File: src/rtl/core/glrl_pkg.sv
// ----------------------------------------------------------------------------
// glrl_pkg
// Shared types and constants of the gain schedule rate limiter.
// ----------------------------------------------------------------------------
package glrl_pkg;

    localparam logic [1:0] ST_FIXED   = 2'd0;
    localparam logic [1:0] ST_STALE   = 2'd1;
    localparam logic [1:0] ST_INVALID = 2'd2;
    localparam logic [1:0] ST_VALID   = 2'd3;

    localparam logic [2:0] CFG_SCHED_EN    = 3'd0;
    localparam logic [2:0] CFG_FIXED_GAIN  = 3'd1;
    localparam logic [2:0] CFG_GAIN_MIN    = 3'd2;
    localparam logic [2:0] CFG_GAIN_MAX    = 3'd3;
    localparam logic [2:0] CFG_RATE_LIMIT  = 3'd4;
    localparam logic [2:0] CFG_TIMEOUT     = 3'd5;
    localparam logic [2:0] CFG_POINT_COUNT = 3'd6;

    localparam logic [31:0] US_PER_S   = 32'd1000000;
    localparam logic [15:0] DT_MAX_US  = 16'd50000;
    localparam logic [31:0] GAIN_RESET = 32'd65536;
    localparam logic [30:0] TMO_RESET  = 31'd100;

    typedef struct packed {
        logic        start;
        logic [63:0] dividend;
        logic [31:0] divisor;
    } div_req_t;

    typedef struct packed {
        logic        busy;
        logic        done;
        logic [63:0] quotient;
    } div_rsp_t;

endpackage

File: src/rtl/core/glrl_div.sv
// ----------------------------------------------------------------------------
// glrl_div
// Radix-2 restoring divider, 64-bit dividend by 32-bit divisor.
// ----------------------------------------------------------------------------
module glrl_div (
    input  logic                aclk,
    input  logic                aresetn,
    input  glrl_pkg::div_req_t  req,
    output glrl_pkg::div_rsp_t  rsp
);

    logic [63:0] dvd_reg;
    logic [31:0] rem_reg;
    logic [31:0] dsr_reg;
    logic [5:0]  cnt_reg;
    logic        busy_reg;
    logic        done_reg;

    logic [32:0] rem_sh;
    logic [32:0] sub;
    logic        ge;

    always_comb begin
        rem_sh = {rem_reg, dvd_reg[63]};
        sub    = rem_sh - {1'b0, dsr_reg};
        ge     = rem_sh >= {1'b0, dsr_reg};
    end

    always_ff @(posedge aclk) begin
        if (!aresetn) begin
            busy_reg <= 1'b0;
            done_reg <= 1'b0;
            cnt_reg  <= '0;
        end else begin
            done_reg <= 1'b0;
            if (req.start) begin
                dvd_reg  <= req.dividend;
                dsr_reg  <= req.divisor;
                rem_reg  <= '0;
                cnt_reg  <= '0;
                busy_reg <= 1'b1;
            end else if (busy_reg) begin
                rem_reg <= ge ? sub[31:0] : rem_sh[31:0];
                dvd_reg <= {dvd_reg[62:0], ge};
                cnt_reg <= cnt_reg + 6'd1;
                if (cnt_reg == 6'd63) begin
                    busy_reg <= 1'b0;
                    done_reg <= 1'b1;
                end
            end
        end
    end

    assign rsp.busy     = busy_reg;
    assign rsp.done     = done_reg;
    assign rsp.quotient = dvd_reg;

endmodule

File: config.mk
export PLATFORM = sky130hd
export DESIGN_NAME = glrl_div
export DESIGN_NICKNAME = d
export VERILOG_FILES = /design/src/rtl/core/glrl_pkg.sv /design/src/rtl/core/glrl_div.sv
export SDC_FILE = /design/constraint.sdc
export NUM_CORES = 1
export LEC_CHECK = 0
export ABC_AREA = 1
export ABC_CLOCK_PERIOD_IN_PS = 6000
export BUFFER_PORTS_ARGS = -buffer_cell sky130_fd_sc_hd__buf_2
export CORE_MARGIN = 2
export CORE_UTILIZATION = 61
export CTS_CLUSTER_DIAMETER = 200
export DETAILED_ROUTE_END_ITERATION = 8
export PLACE_DENSITY_LB_ADDON = 0.15
export SETUP_SLACK_MARGIN = 0.5
export SLEW_MARGIN = 20
export SYNTH_ARGS = -nofsm -noshare
export SYNTH_HDL_FRONTEND = slang
export SYNTH_SLANG_ARGS = --single-unit
File: constraint.sdc
create_clock -name aclk -period 6 [get_ports aclk]
set_input_delay 1.8 -clock aclk [delete_from_list [all_inputs] [get_ports aclk]]
set_output_delay 1.8 -clock aclk [all_outputs]
set_load 0.02 [all_outputs]
# Word-level counts from Yosys, hierarchy flattened

Cells that the tools add are included.

Flip-flop bits (word level): 136
Bits of input ports: 99
Logic and storage cells: 25

$add $sub $neg: 2
$lt $le $gt $ge: 1
Equal/unequal tests: 1
Muxes and demuxes: 8
Bitwise logic cells: 2
Reductions and logical operators: 5

Operators by type and width:

| cell                  | number |
|---|---|
| $mux W64              | 2 |
| $mux W32              | 2 |
| $ge A33 B32 Y1        | 1 |
| $sub A32 B32 Y32      | 1 |
| $add A6 B1 Y6 const B | 1 |
| $eq A6 B6 Y1 const B  | 1 |
| $mux W1               | 4 |
| $reduce_and A2 Y1     | 2 |
| $reduce_or A3 Y1      | 1 |
| $not A1 Y1            | 2 |
| $reduce_bool A2 Y1    | 1 |
| $reduce_or A2 Y1      | 1 |

# Longest topological paths before layout

Word-level depth: 4
Depth in mapped cells: 16
Mapped depth without buffers: 16

# Worst setup path after synthesis

Ideal clock, no wire load.

Path type: input to register
From: in aresetn
To: reg dvd_reg[0], enable pin
Arrival: 3930 ps
Required time: 5541 ps
Path slack: 1611 ps
Cell stages on the path: 2
Cell sequence: nand2_1 nand2_1

Longest elaborated chain between the ends: 1

Ends and longest elaborated chain:

| item                        | line           | source |
|---|---|---|
| from (decl)                 | glrl_div.sv:7  | `input logic aresetn,` |
| $reduce_and A2 Y1 (no line) | n/a            |  |
| to (signal assigned)        | glrl_div.sv:37 | `dvd_reg <= req.dividend;` |
| to (signal assigned)        | glrl_div.sv:44 | `dvd_reg <= {dvd_reg[62:0], ge};` |
| to (decl)                   | glrl_div.sv:12 | `logic [63:0] dvd_reg;` |

No other way between the ends.
A chain may end at the register's enable or synchronous reset.

# Worst setup path after layout

From: in req[96] in the netlist's numbering
To: reg dvd_reg[18], enable pin

Longest elaborated chain between the ends: 2

Ends and longest elaborated chain:

| item                         | line          | source |
|---|---|---|
| from (decl)                  | glrl_div.sv:8 | `input glrl_pkg::div_req_t req,` |
| $reduce_bool A2 Y1 (no line) | n/a           |  |
| $reduce_and A2 Y1 (no line)  | n/a           |  |

No other way between the ends.

==> flow_summary.ini <==
[outcome]
status = finished, final reports clean

[sta]
hold_viol = 0
fin_crit_ns = 3.66
setup_violations = 0
fin_worst_skew_ns = 0.0117
slew_viol_final = 0
max_slew_margin_pct = 37.2
fmax_mhz = 273
fin_tns_setup_ns = 0
min_period_over_period_pct = 61.0
worst_slack_ns = 2.34
tightest_slew_ns = 0.942
grt_setup_unrepaired = false

[clock_network]
ctsResizeCount = 0
cts.sinks = 136
cts_root_buf = clkbuf_16
h-tree-depth = 4
clkLatencyLatePin_ns = 0.43
hold_buffers = 0
cts-buffers-inserted = 17
clk_pin_slew_worst_paths_ns = 0.06
cts_buffer_depth = 2
cts_setup_buffers = 0
cts_tree = done

[synthesis]
synth_area_leaders = edfxtp_1, nand2_1, inv_1, ha_1, nor2_1
syn_area_um2 = 8570
synth_top_family_by_area = simple AND/OR/NAND/NOR gates
ys_seq_area_share_pct = 46.7
yosys_warnings = 0
syn_area_per_cell_um2 = 7.50
synthSimpleGateAreaFrac_pct = 34.5
synth_cells = 1142
synth_compound_area_share_pct = 1.45
synth_xor_area_share_pct = 1.53
yosysTopAreaCellShare_pct = 44.9
synth_seq_cells = 136
synth_cell_types = 40
synth.net_count = 1275
synth_adder_area_share_pct = 5.05
yosysTopAreaCell = edfxtp_1
synth_mux_area_share_pct = 0

[drt]
routed_wl_mm = 20.7
vias_per_cell = 4.98
drc = 0
ant_nets = 0
drtPass1Iterations = 5
drt_iter0_markers = 481
vias = 7442
wl_per_cell_um = 13.8

[die]
die_width_um = 123
die_y_um = 123
pin_count = 165
die_area_um2 = 15000
initial_core_util_pct = 62.2
num_rows = 43
core_um2 = 13800

[critical_path]
start_kind = input pin
worstPathMaxFanout = 70
timing_worst_setup_path_type = in -> reg
arrival_ns = 3.74
critPathRequiredTime_ns = 6.08
setup.worst_path.end_class = register

[layout]
seq_area_um2 = 4000
antenna_cells = 0
nNetsFinal = 1435
multi_input_area_um2 = 3650
final_area_um2 = 10100
largest_register_ffs = 64
drive_gt1_share_pct = 18.9
area_growth_pct = 17.6
num-fill-cells = 1130

[power_and_ir_drop]
internal_power_mw = 2.08
power.leakage_nw = 5.37
seqPwrFrac_pct = 38.9
power_density_nw_per_um2 = 308
power.share.clock_pct = 33.4
ir_drop_mv = 0.187
p_sw_mw = 1.02
p_comb_share_pct = 27.7
total_power_mw = 3.11
p_sw_share_pct = 33.0

[grt]
grt_pass1_wl_mm = 33.1
grt-ovfl-total = 0
grt_max_degree = 71
grt_pass1_vias = 7049
track_usage_pct = 28.7
antenna_found_initial = 0

[place]
place.gp.congestion = 0.952
port_buffers = 164
place_area_um2 = 9490
pre_cts_ws_ns = 1.89
dp_hpwl_mm = 15.3

[job]
cap_violations = 0

[hold_path]
hp-class = reg -> reg
[critical path: stages]
cell and delay [ns]:
buf_2 0.47, nand2_1 0.21, nand2_4 0.74, buf_4 0.47
[metal layers]
layer  GRT usage, %  vias to the layer above  part of all wire (%)
li1               -                     3819                     -
met1           34.4                     3317                    41
met2           49.8                      267                    49
met3           7.16                       39                   7.3
met4           11.0                        0                   2.8
met5              0                        -                     0
[per-stage QoR]
step	std cells	util, %	hold slack [ns]
after detailed placement	1463	68.9	0.499
after floorplan	1142	-	0.463
after CTS	1495	73.1	0.508
final	1495	73.1	0.507
after global routing	1495	73.1	0.536
after global placement	1463	68.9	0.483
[logic make-up after synthesis]
| family | Yosys count |
|---|---|
| XOR/XNOR | 15 |
| buffers and inverters | 229 |
| AND/OR/NAND/NOR | 705 |
| flip-flops | 136 |
| adder cells (fa/ha/maj) | 34 |
| AO/OA/AOI/OAI | 23 |
[worst paths after layout]
| check | endpoint | startpoint | slack, ns | cells past startpoint |
|---|---|---|---|---|
| setup / recovery | dvd_reg[18] | req[96] | 2.34 | 4 |
| hold reg to reg | cnt_reg[5] | cnt_reg[5] | 0.51 | 2 |
| hold / removal | cnt_reg[5] | cnt_reg[5] | 0.51 | 2 |
| setup reg to reg | rem_reg[21] | rem_reg[19] | 3.52 | 13 |
[layout by cell type (no fill, tap or decap), types with 2 or more instances in the layout]
master / Yosys / layout
a21oi_1: 16 / 16
and2_1: 5 / 5
and3_1: 2 / 2
buf_2: 5 / 164
buf_4: 3 / 4
bufinv_16: 0 / 2
clkbuf_1: 11 / 2
clkbuf_16: 0 / 17
clkbuf_8: 0 / 2
clkinv_1: 2 / 2
clkinv_2: 0 / 3
clkinv_4: 0 / 3
dfxtp_1: 8 / 8
edfxtp_1: 128 / 128
ha_1: 33 / 33
inv_1: 195 / 195
inv_2: 5 / 6
inv_6: 0 / 2
nand2_1: 491 / 490
nand2_2: 15 / 15
nand2_4: 1 / 2
nand3_1: 45 / 45
nand3_2: 3 / 3
nand3b_1: 4 / 4
nand4_1: 9 / 9
nor2_1: 97 / 97
nor2_2: 18 / 17
nor2_4: 3 / 4
nor3_1: 6 / 6
nor3b_1: 2 / 2
o21ai_0: 2 / 2
xor2_1: 14 / 14
[synth_stat cells, drive strengths merged]
cell / count
dfxtp: 8
nor2: 119
inv: 200
o21a: 1
and2: 5
edfxtp: 128
nand3: 49
o21ai: 3
nor3: 6
a211oi: 1
clkbuf: 11
clkinv: 2
xnor2: 1
nand2: 508
and3: 2
nor3b: 2
fa: 1
a21oi: 16
xor2: 14
or2: 1
ha: 33
buf: 16
a31oi: 1
o21bai: 1
nand4: 9
nand3b: 4
[area by class of cell]
| cell class | instances | share of cell area (%) |
|---|---|---|
| well taps | 180 | 2.24 |
| flip-flops and latches | 136 | 39.7 |
| clock inverters | 11 | 1.22 |
| clock buffers | 21 | 4.57 |
| inverters | 202 | 7.53 |
| repair buffers | 168 | 8.45 |
| multi-input cells | 777 | 36.3 |
[power groups by stage]
stage | Sequential, mW | Clock [mW] | Combinational [mW]
2_1_floorplan | 1.27 | 0 | 0.598
3_3_place_gp | 1.23 | 0 | 0.832
3_5_place_dp | 1.23 | 0 | 0.850
4_1_cts | 1.21 | 1.05 | 0.856
5_1_grt | 1.22 | 1.09 | 0.977
6_report | 1.21 | 1.04 | 0.859
Power figures use the tool's default switching activity.
